<file path="src/hdl/lcd_pixel_shadow_writer_defines.svh">
// assertion macros used by the controller of the lcd pixel shadow writer rtl
// needs signals named clk and rst_n in the module that uses them
`ifndef LCD_PIXEL_SHADOW_WRITER_DEFINES_SVH
`define LCD_PIXEL_SHADOW_WRITER_DEFINES_SVH

// same-cycle implication, checked outside reset
`define LPSW_ASSERT_NOW(lbl, ante, cons, msg) \
  lbl: assert property (@(posedge clk) disable iff (!rst_n) (ante) |-> (cons)) else $error(msg);

// next-cycle implication, checked outside reset
`define LPSW_ASSERT_NEXT(lbl, ante, cons, msg) \
  lbl: assert property (@(posedge clk) disable iff (!rst_n) (ante) |=> (cons)) else $error(msg);

`endif

</file>
<file path="src/hdl/lpsw_pkg.sv">
// shared types and constants of the lcd pixel shadow writer
// used by the controller, the datapath and the top level
`default_nettype none

package lpsw_pkg;

  localparam int LPSW_COLUMNS = 128;
  localparam int LPSW_PAGES   = 8;

  // lcd command bytes
  localparam logic [7:0] CMD_PAGE     = 8'hB0;
  localparam logic [7:0] CMD_COL_HIGH = 8'h10;

  // result kinds
  localparam logic [1:0] KIND_STATUS = 2'd0;
  localparam logic [1:0] KIND_CMD    = 2'd1;
  localparam logic [1:0] KIND_DATA   = 2'd2;

  // request operations
  localparam logic OP_SET = 1'b0;
  localparam logic OP_GET = 1'b1;

  // place of each byte in the four-byte lcd transaction sequence
  localparam logic [1:0] SEQ_PAGE   = 2'd0;
  localparam logic [1:0] SEQ_COL_HI = 2'd1;
  localparam logic [1:0] SEQ_COL_LO = 2'd2;
  localparam logic [1:0] SEQ_DATA   = 2'd3;

  typedef struct packed {
    logic       clear_wr;
    logic       capture;
    logic       eval;
    logic [1:0] seq;
  } lpsw_cmd_t;

  typedef struct packed {
    logic clear_done;
    logic last;
  } lpsw_stat_t;

endpackage

`default_nettype wire

</file>
<file path="src/hdl/lpsw_ctrl.sv">
// controller state machine of the lcd pixel shadow writer
// depends on lpsw_pkg and lcd_pixel_shadow_writer_defines.svh
`default_nettype none
`include "lcd_pixel_shadow_writer_defines.svh"

module lpsw_ctrl (
  input  wire logic        clk,
  input  wire logic        rst_n,
  input  wire logic        in_valid,
  output logic             in_ready,
  output logic             out_valid,
  input  wire logic        out_ready,
  output lpsw_pkg::lpsw_cmd_t  cmd,
  input  wire lpsw_pkg::lpsw_stat_t stat
);
  import lpsw_pkg::*;

  typedef enum logic [3:0] {
    S_CLEAR = 4'b0001,
    S_IDLE  = 4'b0010,
    S_EVAL  = 4'b0100,
    S_OUT   = 4'b1000
  } state_t;

  state_t     state_r, state_nxt;
  logic [1:0] seq_r, seq_nxt;

  assign in_ready  = (state_r == S_IDLE);
  assign out_valid = (state_r == S_OUT);

  always_comb begin
    state_nxt = state_r;
    seq_nxt   = seq_r;
    case (state_r)
      S_CLEAR: begin
        if (stat.clear_done) begin
          state_nxt = S_IDLE;
        end
      end
      S_IDLE: begin
        if (in_valid) begin
          state_nxt = S_EVAL;
        end
      end
      S_EVAL: begin
        state_nxt = S_OUT;
        seq_nxt   = SEQ_PAGE;
      end
      S_OUT: begin
        if (out_ready) begin
          if (stat.last) begin
            state_nxt = S_IDLE;
          end else begin
            seq_nxt = seq_r + 2'd1;
          end
        end
      end
      default: begin
        state_nxt = S_CLEAR;
      end
    endcase
  end

  always_ff @(posedge clk) begin
    if (!rst_n) begin
      state_r <= S_CLEAR;
      seq_r   <= SEQ_PAGE;
    end else begin
      state_r <= state_nxt;
      seq_r   <= seq_nxt;
    end
  end

  always_comb begin
    cmd.clear_wr = (state_r == S_CLEAR);
    cmd.capture  = (state_r == S_IDLE) && in_valid;
    cmd.eval     = (state_r == S_EVAL);
    cmd.seq      = seq_r;
  end

  `LPSW_ASSERT_NOW(a_no_accept_while_result, in_ready, !out_valid, "input taken while result pending")
  `LPSW_ASSERT_NOW(a_no_accept_in_clear, cmd.clear_wr, !in_ready, "input taken during clearing pass")
  `LPSW_ASSERT_NEXT(a_accept_then_eval, in_valid && in_ready, cmd.eval, "accepted request not evaluated")
  `LPSW_ASSERT_NEXT(a_last_then_idle, out_valid && out_ready && stat.last, in_ready, "no return to idle after last")

endmodule

`default_nettype wire

</file>
<file path="config.mk">
export PLATFORM = sky130hd
export DESIGN_NAME = lpsw_ctrl
export DESIGN_NICKNAME = d
export VERILOG_FILES = /design/src/hdl/lpsw_pkg.sv /design/src/hdl/lpsw_ctrl.sv
export VERILOG_INCLUDE_DIRS = /design/src /design/src/hdl
export SDC_FILE = /design/constraint.sdc
export NUM_CORES = 1
export LEC_CHECK = 0
export ABC_AREA = 1
export BUFFER_PORTS_ARGS = -buffer_cell sky130_fd_sc_hd__buf_4
export CAP_MARGIN = 20
export CORE_AREA = 2 2 39 41
export CTS_CLUSTER_SIZE = 20
export DETAILED_ROUTE_END_ITERATION = 10
export DIE_AREA = 0 0 41 43
export GPL_ROUTABILITY_DRIVEN = 0
export PLACE_DENSITY = 0.55
export REMOVE_ABC_BUFFERS = 1
export SETUP_SLACK_MARGIN = 0.3
export SYNTH_ARGS = -nofsm -noshare
export SYNTH_HDL_FRONTEND = slang
export SYNTH_SLANG_ARGS = --single-unit
</file>
<file path="constraint.sdc">
create_clock -name clk -period 1.2 [get_ports clk]
set_input_delay 0.12 -clock clk [delete_from_list [all_inputs] [get_ports clk]]
set_output_delay 0.12 -clock clk [all_outputs]
set_load 0.01 [all_outputs]
</file>
==> run metrics, run 1 <==
skew final 0.00511 ns; Starting Density 27.7%; DPL Wire Length 616 um; layout cells sized above 1 70.9%; GR Overflow Total 0; die height 43 um; Final WS setup -0.0158 ns; Fillers around 120; critical path peak fanout 4; CP endpoint kind output pin; Clock transition at path regs 0.05 ns; CTS H-tree lvls 1; Setup crit start kind flop; initial antenna violation count 0; Net Sw Power 580 uW; Post-Syn Instances 59; DRC viols 0; Hold Crit Class primary input to flop; unrepaired setup endpoints after global routing yes; TritonCTS clock tree done; CTS Hold Bufs 0; DR pass1 iterations 3; Final ANT Viol Nets 0; Die Area between 0.0015 and 0.002 mm^2; CP arrival approximately 1.1 ns; met2 usage roughly 23%; CP required 1.08 ns; ANT cells 0; final core occ 52.5%; worst slew pin tran 0.184 ns; sequential area share after synthesis 31.4%; Die X between 40 and 50 um; WL/cell 11.1 um; Netlist Area Pre-Place 383 um^2; Clock Sinks 6; Total GRT Usage 15.0%; headroom to the max-slew limit between 80% and 90%; Worst-Skew Late Latency 0.25 ns; via count 441; placed insts 87; WHS Path Cells 2; post-synthesis cell type count 13; met1 usage between 10% and 20%; routed wire length 1140 um; largest net degree at the start of global routing 6; maxcap violations 0; Max Slew Vio Count 0; IO Port Bufs 12; num ports 13; core area 0.00138 mm^2; static leakage 0.000363 uW; Fmax roughly 820 MHz; critical path class flop to output pin; FF-to-FF path depth 8; Synth Area per Inst about 6.5 um^2; Final period util 101%; Ys Warns 0; Peak VDD IR 0.826 mV; Yosys reg bits 6; failing checks negative setup slack; Cell Int Power 777 uW; Area growth, synth to finish 89.9%; busiest grt layer met2; vias per cell 4.32; Clock Tree Root clkbuf_4; final setup violation count 3; part of the power in combinational logic 59.2%; crit path time final 1.22 ns; Power Total 1360 uW; Final Hold Vio Count 0; switch share approximately 43%; Clk pwr share 14.4%; Flop pwr share 26.4%; total CTS buffers 3; drt first-iter violations 5; # rows 14; GRT met3 Usage 3.14%; PwrDens 1870 mW/mm^2; Cell Count, Final, Fillers Out 102; first-pass GRT wire length 1690 um; Layout Nets 94; vias in the first global route 425; Bufs on Longest Clock Path 2; status complete, but fails checks
[stage by stage]
step	area [um^2]	hold WS [ns]	setup TNS [ns]	setup slack (ns)
floorplan	383	0.204	0	0.129
global placement	493	0.367	0	0.0783
detailed placement	493	0.364	0	0.0823
CTS	624	0.0923	0	0.00166
global route	727	0.0849	-0.324	-0.0653
finish	727	0.0932	-0.0187	-0.0158
[cells in the mapped netlist, drive strengths merged]
cell type | count | area share [%]
a21oi | 2 | 2.6
nand2 | 14 | 15
xnor2 | 1 | 2.3
nor2 | 15 | 21
dfxtp | 6 | 31
inv | 12 | 12
nand3 | 8 | 14
nor3 | 1 | 1.3
[kinds of logic after synthesis]
group           after synthesis  share of synthesized area [%]
compound gates                2                           2.61
xor+xnor                      1                           2.29
buf+inv                      12                           11.8
flops                         6                           31.4
simple gates                 38                           52.0
[cell usage in the layout (no fill, tap or decap), types with 3 or more instances in the layout]
cell      netlist  routed
buf_4           0      18
inv_1          11       8
nand2_2         2       7
nand2_1        12       7
nor2_4          2       6
nor2_2          4       6
buf_6           0       6
dfxtp_4         0       4
inv_2           1       3
nor2_1          9       3
nand3_1         5       3
nand3_2         3       3
clkbuf_4        0       3
[path summary, 6_finish.rpt]
path | start | to | slack [ns]
max | state_r[2] | cmd[4] | -0.02
max reg2reg | state_r[3] | seq_r[0] | 0
min | rst_n | state_r[0] | 0.09
min reg2reg | seq_r[1] | seq_r[1] | 0.52
[registers in the layout, summed over array words and instances (netlist names)]
register	cells
seq_r	2
state_r	4
[layout make-up]
type	instances	area, um^2	share of cell area, %
multi-input cells	41	299	41.1
inverters	12	47.5	6.54
flip-flops and latches	6	135	18.6
clock buffers	3	22.5	3.10
well taps	16	20.0	2.75
repair buffers	24	203	27.9
[critical path, cell delays in order, from the launching register on]
cell and delay [ns]:
dfxtp_4 0.36, nor2_4 0.17, nand2_2 0.07, nor2_2 0.11, buf_4 0.12
[power by group through the flow]
stage	combinational (uW)	sequential, uW	clock, uW
6_report	803	358	196
5_1_grt	866	365	219
4_1_cts	587	341	199
3_5_place_dp	437	310	0
3_3_place_gp	443	310	0
2_1_floorplan	321	303	0
[what timing repair did]
item / CTS / global route
setup endpoints to repair: 11 / 12
gates resized for setup: 20 / 19
pin swaps: 11 / 15
buffers inserted: 8 / 4
[metal layers]
layer / vias to the layer above / share of wire [%] / wire [um]
li1: 235 / - / -
met5: - / 0 / 0
met3: 4 / 2.3 / 26
met1: 194 / 42 / 481
met4: 0 / 4.5 / 51
met2: 8 / 51 / 577
Note: power is estimated with default switching activity, not from simulation.
==> run 2: changes to the inputs <==
--- a/config.mk
+++ b/config.mk
@@ -14,7 +14,7 @@
 export DETAILED_ROUTE_END_ITERATION = 10
 export DIE_AREA = 0 0 41 43
 export GPL_ROUTABILITY_DRIVEN = 0
-export PLACE_DENSITY = 0.55
+export PLACE_DENSITY = 0.56
 export REMOVE_ABC_BUFFERS = 1
 export SETUP_SLACK_MARGIN = 0.3
 export SYNTH_ARGS = -nofsm -noshare
==> constraint.sdc (replaced) <==
create_clock -name clk -period 1.1 [get_ports clk]
set_input_delay 0.11 -clock clk [delete_from_list [all_inputs] [get_ports clk]]
set_output_delay 0.11 -clock clk [all_outputs]
set_load 0.01 [all_outputs]
==> run metrics, run 2 (synthesis results as in run 1) <==
DPL Wire Length 676 um (was 616 um); placed insts 90 (was 87); Clock Tree Root clkbuf_4 (unchanged); Layout Nets 94 (unchanged); TritonCTS clock tree done (unchanged); unrepaired setup endpoints after global routing yes (unchanged); skew final 0.00443 ns (was 0.00511 ns); crit path launch state_r[2] (unchanged); DRC viols 0 (unchanged); PwrDens 1960 mW/mm^2 (was 1870 mW/mm^2); Setup crit start kind flop (unchanged); Die Area 0.00176 mm^2 (unchanged); DR pass1 iterations 4 (was 3); Peak VDD IR 0.819 mV (was 0.826 mV); ANT cells 0 (unchanged); Largest register FFs 4 (unchanged); critical path peak fanout 3 (was 4); Fillers 129 (was 123); total CTS buffers 3 (unchanged); worst r2r src state_r[0] (was state_r[3]); crit path time final 1.22 ns; routed wire length 1130 um (was 1140 um); final core occ 49.1% (was 52.5%); drt first-iter violations 6 (was 5); Fmax 816 MHz; Power Total 1330 uW (was 1360 uW); Die X 41 um (unchanged); core area 0.00138 mm^2 (unchanged); most frequent cells in the layout buf_4 (20), nand2_1 (9), inv_1 (8) (was buf_4 (18), inv_1 (8), nand2_2 (7), nand2_1 (7)); critical path class flop to output pin (unchanged); CTS Hold Bufs 0 (unchanged); maxcap violations 0 (unchanged); CTS H-tree lvls 1 (unchanged); critical-path cell list buf_4, nand3_2, buf_6, inv_2, buf_6 (was nor2_4, nand2_2, nor2_2, buf_4); vias per cell 4.35 (was 4.32); family with the most delay on the worst path buffers and inverters (was flip-flops); status complete, but fails checks (unchanged); Clock transition at path regs 0.05 ns (about the same); commonest non-fill, non-tap cell in the layout buf_4 (unchanged); die height 43 um (unchanged); # rows 14 (unchanged); Biggest register state_r (unchanged); CP required 0.99 ns (was 1.08 ns); Area growth, synth to finish 77.5% (was 89.9%); via count 444 (was 441); Max Slew Vio Count 0 (unchanged); headroom to the max-slew limit 90.1% (was 87.7%); Worst path slowest cell dfxtp_2 (was dfxtp_4); Hold Crit Class primary input to flop (unchanged); Cell Count, Final, Fillers Out 102 (unchanged); initial antenna violation count 0 (unchanged); Starting Density 27.7% (unchanged); Critical Path Max Stage Delay 0.38 ns (was 0.36 ns); WP buf/inv 4 (was 1); largest registers state_r (4), seq_r (2) (unchanged); GR Overflow Total 0 (unchanged); final setup violation count 10 (was 3); most used cell, CP buf_6; Final ANT Viol Nets 0 (unchanged); CP endpoint kind output pin (unchanged); WL/cell 11.1 um (about the same); Clock Sinks 6 (unchanged); num ports 13 (unchanged); CP arrival 1.11 ns (was 1.10 ns); static leakage 0.000357 uW (was 0.000363 uW); Final Hold Vio Count 0 (unchanged); Final period util 111%; layout cells sized above 1 67.4% (was 70.9%); Final WS setup -0.125 ns (was -0.0158 ns); Total GRT Usage 13.7% (was 15.0%); largest net degree at the start of global routing 6 (unchanged); failing checks negative setup slack (unchanged); IO Port Bufs 12 (unchanged); Worst-Skew Late Latency 0.25 ns (about the same); worst slew pin tran 0.147 ns (was 0.184 ns); vias in the first global route 409 (was 425); first-pass GRT wire length 1590 um (was 1690 um); Bufs on Longest Clock Path 2 (unchanged); HP Start rst_n (unchanged)
==> run 2: cell types whose count changed in the layout (fill, tap and decap cells not counted), moves of 2 or more <==
| cell | previous run | this run |
|---|---|---|
| dfxtp_1 | 2 | 0 |
| nand2_1 | 7 | 9 |
| nor2_1 | 3 | 5 |
| buf_4 | 18 | 20 |
| dfxtp_4 | 4 | 2 |
| buf_6 | 6 | 4 |
| dfxtp_2 | 0 | 4 |
| nand2_2 | 7 | 5 |
| nand3_4 | 2 | 0 |
==> run 2: worst paths after layout <==
path | cells past startpoint | to | slack (ns)
setup / recovery | 5 | cmd[2] | -0.12
hold / removal | 2 | state_r[0] | 0.12
setup reg to reg | 7 | state_r[1] | -0.08
hold reg to reg | 2 | seq_r[1] | 0.49
==> run 2: area by class of cell <==
cell class / count / area [um^2] / area share, %
Multi-Input combinational cell: 41 / 264 / 38.9
Timing Repair Buffer: 24 / 195 / 28.7
Sequential cell: 6 / 133 / 19.5
Inverter: 12 / 45.0 / 6.63
Clock buffer: 3 / 22.5 / 3.31
Tap cell: 16 / 20.0 / 2.95
==> run 2: timing repair <==
| item | CTS | global route |
|---|---|---|
| buffers inserted | 4 | 5 |
| resized for setup | 20 | 8 |
| setup endpoints to repair | 13 | 13 |
| pin swaps | 4 | 3 |
==> run 2: where the power goes <==
| group | switching (uW) | total [uW] | internal [uW] |
|---|---|---|---|
| clock network | 82.9 | 207 | 124 |
| logic | 396 | 762 | 366 |
| registers | 75.8 | 365 | 289 |
==> run 2: routing by layer <==
layer | track usage, % | wire, um | up-vias
li1 | - | - | 233
met1 | 14.2 | 445 | 200
met2 | 22.2 | 639 | 9
met3 | 3.14 | 36 | 2
met4 | 10.0 | 8 | 0
met5 | 0 | 0 | -
==> run 2: through the flow <==
stage / TNS [ns] / hold slack [ns] / instance area, um^2 / setup WS (ns)
after floorplan: 0 / 0.194 / 383 / 0.0293
after global placement: -0.0539 / 0.350 / 515 / -0.0313
after detailed placement: -0.0563 / 0.346 / 515 / -0.0289
after CTS: -0.763 / 0.0857 / 617 / -0.162
after global routing: -1.37 / 0.134 / 679 / -0.170
final: -0.661 / 0.117 / 679 / -0.125
==> run 2: worst register-to-register path: stages (launching register included) <==
cell and delay [ns]:
dfxtp_2 0.34, nor2_4 0.15, buf_4 0.14, nand3_2 0.11, nand2_2 0.12, nor2_4 0.05, nor2_1 0.12, nor2_2 0.05
==> run 3: changes to the inputs <==
==> constraint.sdc (replaced) <==
create_clock -name clk -period 1.1 [get_ports clk]
set_input_delay 0.22 -clock clk [delete_from_list [all_inputs] [get_ports clk]]
set_output_delay 0.22 -clock clk [all_outputs]
set_load 0.01 [all_outputs]
==> run metrics, run 3 (synthesis results as in run 1) <==
status complete, but fails checks (unchanged); failing checks negative setup slack (unchanged); final setup violation count 8 (was 10); Reg2Reg Setup Slack -0.08 ns (about the same); Starting Density 27.7% (unchanged); FF-to-FF path depth 9 (was 7); unrepaired setup endpoints after global routing yes (unchanged); largest net degree at the start of global routing 6 (unchanged); Peak VDD IR 0.823 mV (was 0.819 mV); critical-path cell list inv_2, nor2_4, nand2_2, nor2_1, buf_4 (was buf_4, nand3_2, buf_6, inv_2, buf_6); commonest non-fill, non-tap cell in the layout buf_4 (unchanged); maxcap violations 0 (unchanged); Cell Int Power 851 uW (was 779 uW); Biggest register state_r (unchanged); Total GRT Usage 15.9% (was 13.7%); routed wire length 1090 um (was 1130 um); DPL Wire Length 707 um (was 676 um); most frequent cells in the layout buf_4 (15), buf_6 (10), nand2_1 (7), inv_1 (7), nor2_4 (6) (was buf_4 (20), nand2_1 (9), inv_1 (8)); CP arrival 1.04 ns (was 1.11 ns); Clk pwr share 14.0% (was 15.5%); Die X 41 um (unchanged); Layout Nets 95 (was 94); final core occ 55.7% (was 49.1%); vias in the first global route 458 (was 409); reg2reg end state_r[1] (unchanged); Critical Path Max Stage Delay 0.37 ns (was 0.38 ns); CP endpoint kind output pin (unchanged); drt first-iter violations 4 (was 6); critical path peak fanout 4 (was 3); Net Sw Power 611 uW (was 555 uW); GR Overflow Total 0 (unchanged); Die Area 0.00176 mm^2 (unchanged); crit path time final 1.26 ns (was 1.22 ns); initial antenna violation count 0 (unchanged); Clock Sinks 6 (unchanged); Final period util 115% (was 111%); crit path launch state_r[1] (was state_r[2]); IO Port Bufs 12 (unchanged); num ports 13 (unchanged); Flop pwr share 26.2% (was 27.4%); critical path class flop to output pin (unchanged); Bufs on Longest Clock Path 2 (unchanged); Final ANT Viol Nets 0 (unchanged); Setup crit start kind flop (unchanged); Largest register FFs 4 (unchanged); Placed Area 531 um^2 (was 515 um^2); Worst-Skew Late Latency 0.24 ns (was 0.25 ns); Final Hold Vio Count 0 (unchanged); largest registers state_r (4), seq_r (2) (unchanged); layout cells sized above 1 74.7% (was 67.4%); core area 0.00138 mm^2 (unchanged); static leakage 0.000375 uW (was 0.000357 uW); total CTS buffers 3 (unchanged); CTS Hold Bufs 0 (unchanged); headroom to the max-slew limit 82.8% (was 90.1%); # rows 14 (unchanged); Clock Tree Root clkbuf_4 (unchanged); CTS H-tree lvls 1 (unchanged); final instance area 771 um^2 (was 679 um^2); worst r2r src state_r[3] (was state_r[0]); Hold Crit Class primary input to flop (unchanged); die height 43 um (unchanged); CP required 0.88 ns (was 0.99 ns); skew final 0.00225 ns (was 0.00443 ns); DRC viols 0 (unchanged); Area growth, synth to finish 101% (was 77.5%); Fin Setup TNS -0.910 ns (was -0.661 ns); Worst path slowest cell dfxtp_4 (was dfxtp_2); TritonCTS clock tree done (unchanged); via count 457 (was 444); DR pass1 iterations 4 (unchanged); WL/cell 10.5 um (was 11.1 um); worst slack, placed -0.0557 ns (was -0.0289 ns); switch share 41.8% (was 41.6%); Clock transition at path regs 0.05 ns (about the same); part of the power in combinational logic 59.8% (was 57.2%); vias per cell 4.44 (was 4.35); first-pass GRT wire length 1810 um (was 1590 um); worst slew pin tran 0.256 ns (was 0.147 ns); ANT cells 0 (unchanged); crit path to cmd[3] (was cmd[2]); Fillers 124 (was 129); PwrDens 1900 mW/mm^2 (was 1960 mW/mm^2); Final WS setup -0.163 ns (was -0.125 ns); Fmax 792 MHz (was 816 MHz); Max Slew Vio Count 0 (unchanged)
-- run 3: cell types whose count changed in the layout (fill, tap and decap cells not counted), sizes merged --
cell  before  now
buf       24   25
-- run 3: power groups by stage --
stage	Clock (uW)	Sequential (uW)	Combinational, uW
global route	230	394	962
detailed placement	0	336	543
floorplan	0	330	350
global placement	0	335	549
CTS	211	371	778
finish	205	383	874
-- run 3: critical path, delay by kind of cell (launching register included) --
family                 cells  cell delay, ns
DFF                        1            0.37
and+or+nand+nor            3            0.26
buffers and inverters      2            0.18
-- run 3: layout make-up --
type	count	area [um^2]	share of cell area (%)
repair buffers	25	225	29.2
flip-flops and latches	6	135	17.5
inverters	12	47.5	6.17
clock buffers	3	22.5	2.92
well taps	16	20.0	2.60
multi-input cells	41	320	41.6
-- run 3: how the worst min path moves through the flow --
stage                from  depth (start not counted)         end  slack, ns
floorplan           rst_n                          1  state_r[0]       0.30
global placement    rst_n                          2  state_r[0]       0.46
detailed placement  rst_n                          2  state_r[0]       0.46
CTS                 rst_n                          2  state_r[0]       0.21
global route        rst_n                          2  state_r[0]       0.20
finish              rst_n                          2  state_r[0]       0.20
-- run 3: metrics by stage --
stage                     total power [uW]  cells  hold WS, ns
after floorplan                        680     59        0.304
after global placement                 883     92        0.465
after detailed placement               880     92        0.463
after CTS                             1360    102        0.205
after global routing                  1590    103        0.200
final                                 1460    103        0.201
-- run 3: routing by layer --
metal | up-vias | part of all wire, % | GRT usage [%]
met3 | 0 | 3.4 | 3.14
met5 | - | 0 | 0
met2 | 9 | 59 | 27.5
met1 | 212 | 38 | 13.9
met4 | 0 | 0 | 14.0
li1 | 236 | - | -
-- run 3: timing repair --
item,4_1_cts,5_1_grt
gates resized for setup,34,14
setup endpoints to repair,13,13
buffers inserted,7,1
pin swaps,10,10
